## src/sv/dwc_pkg.sv

```systemverilog
// shared constants and command codes for the deque with cursor
`timescale 1ns / 1ps

package dwc_pkg;

    localparam int DEPTH_DEFAULT      = 16;
    localparam int DATA_WIDTH_DEFAULT = 32;

    // fixed field widths of the stream words
    localparam int CMD_WIDTH   = 3;
    localparam int FIELD_WIDTH = 32;

    typedef logic [CMD_WIDTH-1:0] cmd_t;

    localparam cmd_t CMD_PUSH_LEFT    = 3'd0;
    localparam cmd_t CMD_PUSH_RIGHT   = 3'd1;
    localparam cmd_t CMD_POP_LEFT     = 3'd2;
    localparam cmd_t CMD_POP_RIGHT    = 3'd3;
    localparam cmd_t CMD_CURSOR_LEFT  = 3'd4;
    localparam cmd_t CMD_CURSOR_RIGHT = 3'd5;
    localparam cmd_t CMD_WRITE_CURSOR = 3'd6;
    localparam cmd_t CMD_QUERY        = 3'd7;

endpackage

```

## src/sv/dwc_ram.sv

```systemverilog
// generic single write port ram with registered read
`timescale 1ns / 1ps

module dwc_ram #(
    parameter int WIDTH = 32,
    parameter int DEPTH = 16
) (
    input  logic                     clk,
    input  logic                     we,
    input  logic [$clog2(DEPTH)-1:0] waddr,
    input  logic [WIDTH-1:0]         wdata,
    input  logic [$clog2(DEPTH)-1:0] raddr,
    output logic [WIDTH-1:0]         rdata
);

    logic [WIDTH-1:0] mem [DEPTH];

    always_ff @(posedge clk)
    begin
        if (we)
        begin
            mem[waddr] <= wdata;
        end
        rdata <= mem[raddr];
    end

endmodule

```

## src/sv/dwc_rdport.sv

```systemverilog
// one read view of the ring: ram copy, write bypass and sign extension to a field
`timescale 1ns / 1ps

module dwc_rdport #(
    parameter int DEPTH      = dwc_pkg::DEPTH_DEFAULT,
    parameter int DATA_WIDTH = dwc_pkg::DATA_WIDTH_DEFAULT
) (
    input  logic                                clk,
    input  logic                                rst_n,
    input  logic                                we,
    input  logic [$clog2(DEPTH)-1:0]            waddr,
    input  logic [DATA_WIDTH-1:0]               wdata,
    input  logic [$clog2(DEPTH)-1:0]            raddr,
    output logic signed [dwc_pkg::FIELD_WIDTH-1:0] rword
);

    import dwc_pkg::*;

    logic [DATA_WIDTH-1:0] ram_rdata;
    logic [DATA_WIDTH-1:0] byp_reg;
    logic                  hit_reg;
    logic                  hit_next;
    logic [DATA_WIDTH-1:0] held_word;
    logic signed [63:0]    held_ext;

    dwc_ram #(
        .WIDTH (DATA_WIDTH),
        .DEPTH (DEPTH)
    ) u_ram (
        .clk   (clk),
        .we    (we),
        .waddr (waddr),
        .wdata (wdata),
        .raddr (raddr),
        .rdata (ram_rdata)
    );

    // ram reads old data when the same entry is written in that cycle
    assign hit_next = we && (waddr == raddr);

    always_ff @(posedge clk or negedge rst_n)
    begin
        if (!rst_n)
        begin
            hit_reg <= 1'b0;
        end
        else
        begin
            hit_reg <= hit_next;
        end
    end

    always_ff @(posedge clk)
    begin
        byp_reg <= wdata;
    end

    assign held_word = hit_reg ? byp_reg : ram_rdata;
    assign held_ext  = 64'(signed'(held_word));
    assign rword     = held_ext[FIELD_WIDTH-1:0];

endmodule

```

## src/sv/deque_with_cursor_unit.sv

```systemverilog
// top level of the bounded deque with cursor over a ring of words
`timescale 1ns / 1ps

// Bounded double-ended queue of DEPTH signed words kept in a ring, with a
// cursor on one held entry. One command word is taken per clock cycle and its
// result word appears in the cycle after it is taken; the input is ready
// whenever the result register is empty or being drained. The index update
// for a command is a few increments and compares; the ring itself is held in
// three copies of a small ram, all written alike and read at the left end,
// right end and cursor index of the next state, so the three reported entries
// come out of the ram registers in the same cycle as the result. Stored words
// are DATA_WIDTH bits; pushed words are truncated to that width and reported
// sign extended. No clearing pass: entries are only read once pushed.

module deque_with_cursor_unit #(
    parameter int DEPTH      = dwc_pkg::DEPTH_DEFAULT,
    parameter int DATA_WIDTH = dwc_pkg::DATA_WIDTH_DEFAULT
) (
    input  logic clk,
    input  logic rst_n,

    // command words
    input  logic        s_axis_tvalid,
    output logic        s_axis_tready,
    // cmd [2:0], value [34:3], zero fill above
    input  logic [((dwc_pkg::CMD_WIDTH + dwc_pkg::FIELD_WIDTH + 7) / 8) * 8 - 1:0]
                        s_axis_tdata,

    // result words
    output logic        m_axis_tvalid,
    input  logic        m_axis_tready,
    // popped, ok, count, left_value, right_value, cursor_value, zero fill above
    output logic [((4 * dwc_pkg::FIELD_WIDTH + 1 + $clog2(DEPTH + 1) + 7) / 8) * 8 - 1:0]
                        m_axis_tdata
);

    import dwc_pkg::*;

    localparam int AW       = $clog2(DEPTH);
    localparam int FW       = $clog2(DEPTH + 1);
    localparam int SW       = AW + 1;
    localparam int OUT_BITS = 4 * FIELD_WIDTH + 1 + FW;
    localparam int OUT_W    = ((OUT_BITS + 7) / 8) * 8;

    // ring index helpers, DEPTH need not be a power of two
    function automatic logic [AW-1:0] idx_inc(input logic [AW-1:0] i);
        idx_inc = (i == AW'(DEPTH - 1)) ? '0 : i + AW'(1);
    endfunction

    function automatic logic [AW-1:0] idx_dec(input logic [AW-1:0] i);
        idx_dec = (i == '0) ? AW'(DEPTH - 1) : i - AW'(1);
    endfunction

    // input word fields
    cmd_t                    in_cmd;
    logic signed [FIELD_WIDTH-1:0] in_value;
    logic signed [63:0]      value_ext;
    logic [DATA_WIDTH-1:0]   in_word;

    assign in_cmd    = s_axis_tdata[CMD_WIDTH-1:0];
    assign in_value  = s_axis_tdata[CMD_WIDTH +: FIELD_WIDTH];
    assign value_ext = 64'(in_value);
    assign in_word   = value_ext[DATA_WIDTH-1:0];

    // ring state: right index always equals left + fill - 1 around the ring
    logic [AW-1:0] left_reg,  left_next;
    logic [AW-1:0] right_reg, right_next;
    logic [AW-1:0] cur_reg,   cur_next;
    logic [AW-1:0] off_reg,   off_next;
    logic [FW-1:0] fill_reg,  fill_next;

    // result register
    logic                    res_valid_reg, res_valid_next;
    logic                    res_ok_reg,    ok_next;
    logic [FIELD_WIDTH-1:0]  res_popped_reg, popped_next;

    // ram write
    logic                    wr_en;
    logic [AW-1:0]           wr_addr;

    // entries of the current state, as field words
    logic signed [FIELD_WIDTH-1:0] left_word, right_word, cur_word;

    logic          accept;
    logic          empty;
    logic          full;
    logic [FW-1:0] off_plus;
    logic [FW-1:0] fill_minus;

    assign accept        = s_axis_tvalid && s_axis_tready;
    assign s_axis_tready = !res_valid_reg || m_axis_tready;
    assign empty         = (fill_reg == '0);
    assign full          = (fill_reg == FW'(DEPTH));
    assign off_plus      = FW'(off_reg) + FW'(1);
    assign fill_minus    = fill_reg - FW'(1);

    always_comb
    begin
        left_next   = left_reg;
        right_next  = right_reg;
        cur_next    = cur_reg;
        off_next    = off_reg;
        fill_next   = fill_reg;
        wr_en       = 1'b0;
        wr_addr     = cur_reg;
        ok_next     = 1'b0;
        popped_next = '0;

        if (accept)
        begin
            case (in_cmd)
                CMD_PUSH_LEFT:
                begin
                    if (!full)
                    begin
                        left_next = idx_dec(left_reg);
                        wr_en     = 1'b1;
                        wr_addr   = idx_dec(left_reg);
                        fill_next = fill_reg + FW'(1);
                        ok_next   = 1'b1;
                        // cursor keeps its entry, one further from the left end
                        if (empty)
                        begin
                            cur_next = idx_dec(left_reg);
                            off_next = '0;
                        end
                        else
                        begin
                            off_next = off_reg + AW'(1);
                        end
                    end
                end
                CMD_PUSH_RIGHT:
                begin
                    if (!full)
                    begin
                        right_next = idx_inc(right_reg);
                        wr_en      = 1'b1;
                        wr_addr    = idx_inc(right_reg);
                        fill_next  = fill_reg + FW'(1);
                        ok_next    = 1'b1;
                        if (empty)
                        begin
                            cur_next = idx_inc(right_reg);
                            off_next = '0;
                        end
                    end
                end
                CMD_POP_LEFT:
                begin
                    if (empty)
                    begin
                        popped_next = '1;
                    end
                    else
                    begin
                        popped_next = left_word;
                        left_next   = idx_inc(left_reg);
                        fill_next   = fill_minus;
                        ok_next     = 1'b1;
                        // cursor on the left end moves inward
                        if (off_reg != '0)
                        begin
                            off_next = off_reg - AW'(1);
                        end
                        else
                        begin
                            cur_next = idx_inc(left_reg);
                        end
                    end
                end
                CMD_POP_RIGHT:
                begin
                    if (empty)
                    begin
                        popped_next = '1;
                    end
                    else
                    begin
                        popped_next = right_word;
                        right_next  = idx_dec(right_reg);
                        fill_next   = fill_minus;
                        ok_next     = 1'b1;
                        if ((FW'(off_reg) == fill_minus) && (off_reg != '0))
                        begin
                            off_next = off_reg - AW'(1);
                            cur_next = idx_dec(cur_reg);
                        end
                    end
                end
                CMD_CURSOR_LEFT:
                begin
                    if (!empty && (off_reg != '0))
                    begin
                        off_next = off_reg - AW'(1);
                        cur_next = idx_dec(cur_reg);
                        ok_next  = 1'b1;
                    end
                end
                CMD_CURSOR_RIGHT:
                begin
                    if (!empty && (off_plus < fill_reg))
                    begin
                        off_next = off_reg + AW'(1);
                        cur_next = idx_inc(cur_reg);
                        ok_next  = 1'b1;
                    end
                end
                CMD_WRITE_CURSOR:
                begin
                    if (!empty)
                    begin
                        wr_en   = 1'b1;
                        wr_addr = cur_reg;
                        ok_next = 1'b1;
                    end
                end
                CMD_QUERY:
                begin
                    ok_next = 1'b1;
                end
                default:
                begin
                    ok_next = 1'b1;
                end
            endcase
        end
    end

    always_comb
    begin
        res_valid_next = res_valid_reg;
        if (accept)
        begin
            res_valid_next = 1'b1;
        end
        else if (m_axis_tready)
        begin
            res_valid_next = 1'b0;
        end
    end

    always_ff @(posedge clk or negedge rst_n)
    begin
        if (!rst_n)
        begin
            left_reg      <= '0;
            right_reg     <= AW'(DEPTH - 1);
            cur_reg       <= '0;
            off_reg       <= '0;
            fill_reg      <= '0;
            res_valid_reg <= 1'b0;
        end
        else
        begin
            left_reg      <= left_next;
            right_reg     <= right_next;
            cur_reg       <= cur_next;
            off_reg       <= off_next;
            fill_reg      <= fill_next;
            res_valid_reg <= res_valid_next;
        end
    end

    always_ff @(posedge clk)
    begin
        if (accept)
        begin
            res_ok_reg     <= ok_next;
            res_popped_reg <= popped_next;
        end
    end

    // three ring copies, read at the next state's indices so the registered words
    // line up with the updated state registers
    dwc_rdport #(
        .DEPTH      (DEPTH),
        .DATA_WIDTH (DATA_WIDTH)
    ) u_left_port (
        .clk   (clk),
        .rst_n (rst_n),
        .we    (wr_en),
        .waddr (wr_addr),
        .wdata (in_word),
        .raddr (left_next),
        .rword (left_word)
    );

    dwc_rdport #(
        .DEPTH      (DEPTH),
        .DATA_WIDTH (DATA_WIDTH)
    ) u_right_port (
        .clk   (clk),
        .rst_n (rst_n),
        .we    (wr_en),
        .waddr (wr_addr),
        .wdata (in_word),
        .raddr (right_next),
        .rword (right_word)
    );

    dwc_rdport #(
        .DEPTH      (DEPTH),
        .DATA_WIDTH (DATA_WIDTH)
    ) u_cur_port (
        .clk   (clk),
        .rst_n (rst_n),
        .we    (wr_en),
        .waddr (wr_addr),
        .wdata (in_word),
        .raddr (cur_next),
        .rword (cur_word)
    );

    // result word; entry fields read zero on an empty deque
    logic [FIELD_WIDTH-1:0] left_out, right_out, cur_out;

    assign left_out  = empty ? '0 : left_word;
    assign right_out = empty ? '0 : right_word;
    assign cur_out   = empty ? '0 : cur_word;

    assign m_axis_tvalid = res_valid_reg;
    assign m_axis_tdata  = OUT_W'({cur_out, right_out, left_out, fill_reg,
                                   res_ok_reg, res_popped_reg});

    // expected right end, for checking the ring bookkeeping
    logic [SW-1:0] right_sum;
    logic [AW-1:0] right_expect;

    assign right_sum    = SW'(left_reg) + SW'(fill_reg) - SW'(1);
    assign right_expect = empty ? idx_dec(left_reg) :
                          (right_sum >= SW'(DEPTH)) ? AW'(right_sum - SW'(DEPTH)) :
                                                      AW'(right_sum);

    a_fill_bound: assert property (@(posedge clk) disable iff (!rst_n)
        fill_reg <= FW'(DEPTH))
        else $error("fill count beyond depth");

    a_cursor_in_range: assert property (@(posedge clk) disable iff (!rst_n)
        (empty && off_reg == '0) || (!empty && FW'(off_reg) < fill_reg))
        else $error("cursor offset outside held entries");

    a_right_tracks: assert property (@(posedge clk) disable iff (!rst_n)
        right_reg == right_expect)
        else $error("right index out of step with left index and fill");

    a_empty_pop: assert property (@(posedge clk) disable iff (!rst_n)
        (accept && empty && (in_cmd == CMD_POP_LEFT || in_cmd == CMD_POP_RIGHT))
        |=> (m_axis_tvalid && res_popped_reg == '1 && !res_ok_reg))
        else $error("pop on empty deque did not report failure");

    a_push_grows: assert property (@(posedge clk) disable iff (!rst_n)
        (accept && !full && (in_cmd == CMD_PUSH_LEFT || in_cmd == CMD_PUSH_RIGHT))
        |=> (fill_reg == $past(fill_reg) + FW'(1)))
        else $error("accepted push did not add one entry");

endmodule

```

## config.mk

```make
export PLATFORM = sky130hd
export DESIGN_NAME = deque_with_cursor_unit
export DESIGN_NICKNAME = d
export VERILOG_FILES = /design/src/sv/dwc_pkg.sv /design/src/sv/dwc_ram.sv /design/src/sv/dwc_rdport.sv /design/src/sv/deque_with_cursor_unit.sv
export SDC_FILE = /design/constraint.sdc
export NUM_CORES = 1
export LEC_CHECK = 0
export ABC_CLOCK_PERIOD_IN_PS = 10000
export BUFFER_PORTS_ARGS = -buffer_cell sky130_fd_sc_hd__buf_2
export CORE_MARGIN = 5
export CORE_UTILIZATION = 40
export DETAILED_ROUTE_END_ITERATION = 8
export HOLD_SLACK_MARGIN = 0.05
export PLACE_DENSITY = 0.52
export SLEW_MARGIN = 20
export SYNTH_ARGS = -nofsm -noshare
export SYNTH_HDL_FRONTEND = slang
export SYNTH_SLANG_ARGS = --single-unit
```

## constraint.sdc

```tcl
create_clock -name clk -period 10 [get_ports clk]
set_input_delay 2 -clock clk [delete_from_list [all_inputs] [get_ports clk]]
set_output_delay 2 -clock clk [all_outputs]
set_load 0.01 [all_outputs]
```

After elaboration in Yosys (flattened, before gate mapping)
Memories as Yosys holds them, arrays and structs flattened. A register that Yosys moved wholly into a read port is not among the register bits.
Cells that the tools add are included.
{"block": "totals", "reg_bits": 90, "latch_bits": 0, "ram_bits": 1536, "rom_bits": 0, "in_bits": 44, "output_inout_bits": 138, "word_cells": 141, "memories": 3}
{"name": "u_cur_port.u_ram.mem", "depth": 16, "word_bits": 32, "rd": 1, "rd_ports_with_merged_regs": 1, "wr": 1, "line": "dwc_ram.sv:16", "source": "logic [WIDTH-1:0] mem [DEPTH];"}
{"name": "u_left_port.u_ram.mem", "depth": 16, "word_bits": 32, "rd": 1, "rd_ports_with_merged_regs": 1, "wr": 1, "line": "dwc_ram.sv:16"}
{"name": "u_right_port.u_ram.mem", "depth": 16, "word_bits": 32, "rd": 1, "rd_ports_with_merged_regs": 1, "wr": 1, "line": "dwc_ram.sv:16"}
{"block": "op_classes", "addsub": 11, "n_mul": 0, "div_mod_pow": 0, "order_cmp": 1, "eq_ne": 26, "shift": 0, "n_mux": 64, "bitwise": 0, "reduce_logical": 24}
{"cell": "32-bit 2-to-1 mux", "n": 8}
{"cell": "4-bit 2-to-1 mux", "n": 36}
{"cell": "32-bit case mux with 2 select lines", "n": 1}
{"cell": "4-bit case mux with 6 select lines", "n": 2}
{"cell": "4-bit case mux with 2 select lines", "n": 3}
{"cell": "2-bit != test (second input constant)", "n": 11}
{"cell": "4-bit by 1-bit adder with 4-bit output (second input constant)", "n": 4}
{"cell": "4-bit by 1-bit subtractor with 4-bit output (second input constant)", "n": 4}
{"cell": "3-bit equality test (second input constant)", "n": 4}
{"cell": "4-bit equality test", "n": 3}
{"cell": "4-bit equality test (second input constant)", "n": 3}
{"cell": "4-bit zero test", "n": 3}
{"cell": "11-bit AND reduction", "n": 1}
{"cell": "5-bit 2-to-1 mux", "n": 2}
{"cell": "5-bit case mux with 2 select lines", "n": 1}
{"cell": "1-bit 2-to-1 mux", "n": 9}
{"cell": "1-bit logical AND", "n": 7}
{"cell": "3-bit by 2-bit equality test with 1-bit output (second input constant)", "n": 2}
{"cell": "6-bit nonzero test", "n": 1}
{"cell": "4-bit by 1-bit adder with 5-bit output (second input constant)", "n": 1}
{"cell": "5-bit by 1-bit adder with 5-bit output (second input constant)", "n": 1}
{"cell": "4-bit by 5-bit equality test with 1-bit output", "n": 1}
{"cell": "5-bit equality test (second input constant)", "n": 1}
{"cell": "5-bit zero test", "n": 1}
{"cell": "other kinds (13)", "n": 16}

Longest topological paths before layout
Gate-level depths: netlist of the first run.
{"block": "logic_depth", "word_depth": 9, "mapped_depth": 18, "ltp_nobuf": 14}

By module
From an unflattened synthesis of the first run, not the netlist that was laid out.
{"block": "hier_totals", "hier_cells": 3341, "area_unflattened_um2": 68040.3}
{"mod": "dwc_ram", "n_inst": 3, "cells_per_inst": 838, "area_per_inst_um2": 19835.3, "seq_area_each_um2": 16015.4}
{"mod": "deque_with_cursor_unit", "n_inst": 1, "cells_per_inst": 593, "area_per_inst_um2": 4713.3, "seq_area_each_um2": 1546.5}
{"mod": "dwc_rdport", "n_inst": 3, "cells_per_inst": 78, "area_per_inst_um2": 1273.7, "seq_area_each_um2": 665.6}

Least setup slack after synthesis of the first run
OpenSTA, ideal clock, no wires.
{"block": "synth_timing", "kind": "in2reg", "startpoint": "in m_axis_tready", "endpoint": "mem u_left_port.u_ram.mem[0][0] (enable)", "setup_ns": 0.421, "arrival_ns": 5.199, "t_required_ns": 9.579, "slack_ns": 4.380, "path_stages": 8, "n_path_buf": 2, "path_cell_list": "nand2b_1 clkbuf_1 nand2_1 or4_1 clkbuf_1 mux2i_1 nand3_1 nor2_1"}
{"block": "synth_between", "elab_chain_cells": 5, "word_cells_on_any_way": 6, "classes_between": "mux: 4; reduce/logical: 2"}
{"item": "start, declared", "line": "deque_with_cursor_unit.sv:31", "source": "input logic m_axis_tready,"}
{"item": "1-bit logical OR (*)", "line": "deque_with_cursor_unit.sv:91", "source": "assign s_axis_tready = !res_valid_reg || m_axis_tready;"}
{"item": "net s_axis_tready", "line": "deque_with_cursor_unit.sv:24", "source": "output logic s_axis_tready,"}
{"item": "1-bit logical AND (*)", "line": "deque_with_cursor_unit.sv:90", "source": "assign accept = s_axis_tvalid && s_axis_tready;"}
{"item": "1-bit 2-to-1 mux", "line": "deque_with_cursor_unit.sv:109", "source": "if (accept)"}
{"item": "1-bit 2-to-1 mux", "line": "dwc_ram.sv:20", "source": "if (we)"}
{"item": "1-bit 2-to-1 mux (implied by the code)", "line": "dwc_ram.sv:22", "source": "mem[waddr] <= wdata;"}
{"item": "end, declared", "line": "dwc_ram.sv:16"}
Mark *: on every way through the listed nets, which the timed path passes. The rest lies on a longest branch.

Final worst setup path of the first run
{"block": "layout_timing", "startpoint": "reg fill_reg[0]", "endpoint": "reg u_cur_port.u_ram.rdata[16], read port of u_cur_port.u_ram.mem"}
{"block": "layout_between", "elab_chain_cells": 7, "word_cells_on_any_way": 20, "classes_between": "add/sub: 1; order compare: 1; eq/ne: 2; mux: 11; reduce/logical: 5"}
{"item": "start, declared", "line": "deque_with_cursor_unit.sv:70", "source": "logic [FW-1:0] fill_reg, fill_next;"}
{"item": "start signal, assigned", "line": "deque_with_cursor_unit.sv:260", "source": "fill_reg <= fill_next;"}
{"item": "5-bit by 1-bit subtractor with 5-bit output", "line": "deque_with_cursor_unit.sv:95", "source": "assign fill_minus = fill_reg - FW'(1);"}
{"item": "4-bit by 5-bit equality test with 1-bit output", "line": "deque_with_cursor_unit.sv:184", "source": "if ((FW'(off_reg) == fill_minus) && (off_reg != '0))"}
{"item": "1-bit logical AND", "line": "deque_with_cursor_unit.sv:184"}
{"item": "4-bit 2-to-1 mux", "line": "deque_with_cursor_unit.sv:184"}
{"item": "4-bit 2-to-1 mux", "line": "deque_with_cursor_unit.sv:174", "source": "if (empty)"}
{"item": "4-bit case mux with 6 select lines (*)", "line": "deque_with_cursor_unit.sv:111", "source": "case (in_cmd)"}
{"item": "4-bit 2-to-1 mux (*)", "line": "deque_with_cursor_unit.sv:109"}
{"item": "end, declared", "line": "dwc_ram.sv:13", "source": "output logic [WIDTH-1:0] rdata"}
Mark *: on every way between the ends. The rest lies on a longest branch, timed or not.
A chain may end at the register's enable or synchronous reset.

==> flow_summary.toml, run 1 <==
[worst_setup_path]
cpMostUsedCell = "buf_4"
critPathMaxFanout = 114
required_ns = 10.55
critPathSlowestCell = "buf_4"
path_class = "flop to flop"
crit_buf_inv = 7
arrival_ns = 7.16
max_stage_delay_ns = 0.82
cp_top_family = "buffers and inverters"
critPathCaptureType = "flop"
startpoint_type = "flop"
crit_chain = "inv_1 > ha_1 > nor4b_4 > buf_4 > buf_4 > nor4_1 > buf_4 > a31oi_1 > nand4_1 > o31a_2 > buf_4 > nor2_8 > buf_12 > buf_4 > mux2i_1 > a32o_1 > nor3_2"

[cts]
cts_hold_buf = 0
numCtsBuffers = 81
cts_buffer_depth = 3
post_cts_buffers = 0
cts.repair.resized = 0
cts_tree = "done"
clk_pin_slew_worst_paths_ns = 0.06
htree_levels = 3
clock_latency_ns = 0.64
ctsRootBufferMaster = "clkbuf_16"
cts.sinks = 698

[synth]
synth_compound_area_share_pct = 15.7
synthXorXnorAreaFrac_pct = 0.627
synth_fa_ha_area_share_pct = 0.497
synth_area_per_cell_um2 = 9.52
synth-seq-cells = 698
synth.area.top_cells = "edfxtp_1 (43%), nand2_1 (10%), dfxtp_1 (6.8%)"
synthFlopType = "edfxtp_1"
synth-simple-area-share_pct = 22.0
postSynth.asyncResetShare_pct = 3.58
synth_cell_type_count = 80
synth_cells = 3962
synth_top_family_by_area = "simple AND/OR/NAND/NOR gates"
synth-edff-count = 545
synth_area_leader_cell = "edfxtp_1"
seq_area_frac_synth_pct = 51.8
yosysWarnings = 0
syn-cell-area_um2 = 37700
yosysTopAreaCellShare_pct = 43.4
synth_mux_area_share_pct = 5.12

[power_and_ir_drop]
clkPwrFrac_pct = 26.7
p_comb_share_pct = 40.7
power.share.switching_pct = 40.8
power_switching_w = 0.00455
leakage_nw = 15.1
power.density_nw_per_um2 = 264
peakVddDrop_mv = 0.156
power.internal_w = 0.00661
seqPwrFrac_pct = 32.5

[sta]
worstMarginPinSlew_ns = 1.07
skew_ns = 0.0234
fin_setup_tns_ns = 0
layout_min_cycle_time_ns = 6.61
hold-worst-slack_ns = 0.582
rsz0062_at_grt = "false"
finalHoldViolCount = 0
maxSlewHeadroom_pct = 26.5
slew_violations = 0
fmax_mhz = 151
post-route-period-util_pct = 66.1
finalSetupViolCount = 0

[global_route]
grt_overflow = 0
grt_start_max_net_pins = 167
grt_pass1_wl_um = 211000
grt_usage_pct = 28.4
antenna_found_initial = 7
grt_pass1_vias = 30500

[detailed_routing]
drtIter0Drc = 3946
drc_errors = 0
wire_per_inst_um = 28.2
wl_um = 148000
dr_total_vias = 32800
antenna_left = 0
via_per_inst = 6.25
first_pass_iters = 6

[job]
maxCapViolCount = 0

[cells_and_area]
final_cell_mix = "nand2_1 (1,054), edfxtp_1 (545), nand3_1 (221), buf_2 (174), mux2i_1 (173)"
finalNetCount = 3986
largest_reg_flops = 416
drive_above_1_share_pct = 11.8
fill_cells = 8879
reg_top3 = "u_left_port.u_ram.mem x416, u_right_port.u_ram.mem x96"
utilization_pct = 45.2
area_delta_synth_final_pct = 12.0
final_common_cell = "nand2_1"
top_register = "u_left_port.u_ram.mem"

[die]
initial_core_util_pct = 40.4
core-area_um2 = 93500
io_pins = 182
die_area_um2 = 101000
die_h_um = 317
fp.dieW_um = 317
rows = 112

[place]
gp_congestion = 0.817
io_buffers = 174
hpwl_um = 81200

[hold_path]
min_path_type = "flop to flop"

[outcome]
status = "finished clean"
==> Yosys cell counts (22+ instances only) <==
| master | instances |
|---|---|
| a211oi_1 | 162 |
| a21oi_1 | 119 |
| a311oi_1 | 160 |
| a31oi_1 | 103 |
| a32o_1 | 40 |
| a32oi_1 | 48 |
| and2_1 | 149 |
| and3_1 | 68 |
| buf_1 | 22 |
| buf_2 | 51 |
| clkbuf_1 | 281 |
| dfxtp_1 | 128 |
| edfxtp_1 | 545 |
| mux2i_1 | 174 |
| nand2_1 | 1054 |
| nand3_1 | 221 |
| nand4_1 | 104 |
| nor2_1 | 121 |
| nor3_2 | 22 |
| o21ai_0 | 114 |
==> worst register-to-register path, cell delays in order, from the launching register on <==
cell,delay (ns)
dfrtp_1,0.46
inv_1,0.09
ha_1,0.31
nor4b_4,0.24
buf_4,0.33
buf_4,0.81
nor4_1,0.15
buf_4,0.21
a31oi_1,0.18
nand4_1,0.35
o31a_2,0.45
buf_4,0.27
nor2_8,0.45
buf_12,0.64
buf_4,0.89
mux2i_1,0.26
a32o_1,0.26
nor3_2,0.18
==> final timing paths <==
kind	startpoint	to	slack (ns)	cells after the start
max	fill_reg[0]	u_cur_port.u_ram.rdata[16]	3.39	17
min	fill_reg[1]	fill_reg[1]	0.58	2
max in group asynchronous	rst_n	u_left_port.hit_reg	8.13	1
min reg2reg	fill_reg[1]	fill_reg[1]	0.58	2
max reg2reg	fill_reg[0]	u_cur_port.u_ram.rdata[16]	3.39	17
min in group asynchronous	rst_n	m_axis_tvalid	1.39	1
==> metal layers <==
layer | wire length [um] | vias to the layer above | GRT usage (%)
met1 | 62200 | 16000 | 40.1
met4 | 5110 | 2 | 9.72
li1 | - | 14600 | -
met2 | 64200 | 1966 | 43.6
met3 | 16300 | 322 | 6.05
met5 | 13 | - | 0
==> kinds of logic (layout without fill, tap and decap cells) <==
kind of cell	count (synthesis)	after routing
muxes	191	191
and+or+nand+nor	1814	1814
buffers and inverters	393	421
xor gates and xnor gates	27	27
other	1	8
adders and majority gates	15	15
DFF	698	698
AOI/OAI and AO/OA	823	823
==> power by group through the flow <==
| stage | Combinational, W | Clock, W | Sequential, W |
|---|---|---|---|
| after floorplan | 0.00276 | 0 | 0.00361 |
| after global placement | 0.00444 | 0 | 0.00368 |
| after detailed placement | 0.00444 | 0 | 0.00368 |
| after CTS | 0.00446 | 0.00303 | 0.00362 |
| after global routing | 0.00483 | 0.00313 | 0.00366 |
| final | 0.00454 | 0.00298 | 0.00363 |
==> area by class of cell <==
cell class	instances	area (um^2)	share of cell area, %
inverters	25	111	0.264
repair buffers	249	1500	3.54
clock buffers	116	2350	5.57
flip-flops and latches	698	19600	46.3
multi-input cells	2872	16900	39.9
diodes	6	15.0	0.0355
well taps	1254	1570	3.71
clock inverters	31	292	0.690
==> stage by stage <==
| stage | worst slack (ns) | instances | power, W | cell area (um^2) |
|---|---|---|---|---|
| floorplan | 4.38 | 3963 | 0.00637 | 37700 |
| global placement | 3.17 | 5098 | 0.00812 | 39600 |
| detailed placement | 3.19 | 5098 | 0.00813 | 39600 |
| CTS | 3.41 | 5245 | 0.0111 | 42200 |
| global route | 3.00 | 5246 | 0.0116 | 42200 |
| finish | 3.39 | 5251 | 0.0112 | 42300 |
No activity file was read; power rests on OpenSTA's default activity.
==> run 2: changes to the inputs <==
--- a/config.mk
+++ b/config.mk
@@ -5,13 +5,13 @@
 export SDC_FILE = /design/constraint.sdc
 export NUM_CORES = 1
 export LEC_CHECK = 0
-export ABC_CLOCK_PERIOD_IN_PS = 10000
+export ABC_CLOCK_PERIOD_IN_PS = 5780
 export BUFFER_PORTS_ARGS = -buffer_cell sky130_fd_sc_hd__buf_2
 export CORE_MARGIN = 5
 export CORE_UTILIZATION = 40
 export DETAILED_ROUTE_END_ITERATION = 8
 export HOLD_SLACK_MARGIN = 0.05
-export PLACE_DENSITY = 0.52
+export PLACE_DENSITY = 0.54
 export SLEW_MARGIN = 20
 export SYNTH_ARGS = -nofsm -noshare
 export SYNTH_HDL_FRONTEND = slang
==> constraint.sdc (replaced) <==
create_clock -name clk -period 5.78 [get_ports clk]
set_input_delay 1.156 -clock clk [delete_from_list [all_inputs] [get_ports clk]]
set_output_delay 1.156 -clock clk [all_outputs]
set_load 0.01 [all_outputs]
==> run 2 against run 1 <==
Against the previous run:
- combinational power grew 77%
- sequential cell count is the same
- count of clock-buffer cells in the layout grew 5
- register-to-register slack lost 2.4 ns
- critical endpoint is now m_axis_tdata[103]
==> flow_summary.toml, run 2 (synthesis gave the netlist of run 1 again) <==
[hold_path]
min_path_type = "primary input to async pin"

[cells_and_area]
final_common_cell = "nand2_1"
final_area_um2 = 42900
finalNetCount = 4021
stdcell_count = 5285
top_register = "u_left_port.u_ram.mem"
largest_reg_flops = 416
fill_cells = 8867
drive_above_1_share_pct = 12.2
final_cell_mix = "nand2_1 (1,054), edfxtp_1 (545), nand3_1 (221), mux2i_1 (174), buf_2 (174)"
reg_top3 = "u_left_port.u_ram.mem x416, u_right_port.u_ram.mem x96"
area_delta_synth_final_pct = 13.7

[die]
io_pins = 182
die_h_um = 317
fp.dieW_um = 317
initial_core_util_pct = 40.4
core-area_um2 = 93500
rows = 112
die_area_um2 = 101000

[place]
dp.cells = 5134
hpwl_um = 82700
gp_congestion = 0.867
dpl-instance-area_um2 = 40300
pre_cts_slack_ns = 0.814
io_buffers = 174

[power_and_ir_drop]
power.density_nw_per_um2 = 451
peakVddDrop_mv = 0.279
leakage_nw = 15.4

[worst_setup_path]
crit_buf_inv = 4
critPathSlowestCell = "buf_4"
reg2reg_from = "off_reg[0]"
r2r_cells = 15
max_stage_delay_ns = 0.72
startpoint_type = "flop"
path_class = "flop to output pin"
ff2ff_setup_slack_ns = 1.03
cpMostUsedCell = "buf_4"
cp_top_family = "buffers and inverters"
critPathMaxFanout = 76
arrival_ns = 3.65
crit_chain = "inv_1 > ha_1 > nor4b_4 > buf_4 > buf_4 > nor2_1 > buf_2"
rr_endpoint = "u_cur_port.u_ram.rdata[19]"
required_ns = 4.62
critPathCaptureType = "output pin"

[cts]
clock_latency_ns = 0.64
cts.sinks = 698
clk_pin_slew_worst_paths_ns = 0.06
numCtsBuffers = 80
cts.repair.resized = 0
post_cts_buffers = 0
cts_buffer_depth = 3
cts_hold_buf = 0
htree_levels = 3
ctsRootBufferMaster = "clkbuf_16"
cts_tree = "done"

[sta]
maxSlewHeadroom_pct = 27.5
layout_min_cycle_time_ns = 4.81
post-route-period-util_pct = 83.2
rsz0062_at_grt = "false"
worstMarginPinSlew_ns = 1.06
slew_violations = 0
finalSetupViolCount = 0
setup_ws_ns = 0.971
fin_setup_tns_ns = 0
skew_ns = 0.0152
fmax_mhz = 208
finalHoldViolCount = 0

[global_route]
grt_usage_pct = 28.1
grt_start_max_net_pins = 167
antenna_found_initial = 9
grt_pass1_wl_um = 210000
grt_pass1_vias = 30700
grt_overflow = 0

[outcome]
status = "finished clean"

[detailed_routing]
wl_um = 146000
via_per_inst = 6.28
wire_per_inst_um = 27.7
drtIter0Drc = 4293
antenna_left = 0
drc_errors = 0
dr_total_vias = 33200
first_pass_iters = 6

[job]
maxCapViolCount = 0
[run 2: stage by stage]
step | total power, W | util (%) | hold slack (ns)
global placement | 0.0142 | 43.1 | 0.574
CTS | 0.0192 | 45.9 | 0.539
detailed placement | 0.0142 | 43.1 | 0.589
global route | 0.0202 | 45.9 | 0.602
floorplan | 0.0110 | - | 0.588
finish | 0.0193 | 45.9 | 0.554
[run 2: area by class of cell]
type	instances	area [um^2]	share of cell area, %
Sequential cell	698	19600	45.6
Multi-Input combinational cell	2872	16800	39.3
Clock buffer	121	2360	5.51
Timing Repair Buffer	285	2230	5.20
Tap cell	1254	1570	3.66
Clock inverter	27	214	0.499
Inverter	25	111	0.260
Antenna cell	3	7.51	0.0175
[run 2: power by group]
group          switching, W  internal (W)  total [W]
registers          0.000316       0.00597    0.00628
clock network       0.00207       0.00295    0.00502
logic               0.00543       0.00259    0.00802
[run 2: metal layers]
| layer | vias up | global-route usage [%] | wire length, um |
|---|---|---|---|
| met5 | - | 0 | 46 |
| met4 | 8 | 9.35 | 4910 |
| met3 | 338 | 5.73 | 15900 |
| met2 | 2028 | 44.0 | 64900 |
| met1 | 16100 | 39.2 | 60700 |
| li1 | 14700 | - | - |
[run 2: how the worst max path moves through the flow]
stage | end | slack [ns] | depth (start not counted) | start
finish | m_axis_tdata[103] | 0.97 | 7 | fill_reg[1]
detailed placement | u_cur_port.u_ram.rdata[19] | 0.81 | 13 | m_axis_tready
floorplan | u_left_port.u_ram.mem[0][0] | 1.00 | 8 | m_axis_tready
global placement | u_cur_port.u_ram.rdata[19] | 0.82 | 13 | m_axis_tready
CTS | m_axis_tdata[103] | 1.01 | 7 | fill_reg[1]
global route | m_axis_tdata[103] | 0.83 | 7 | fill_reg[1]
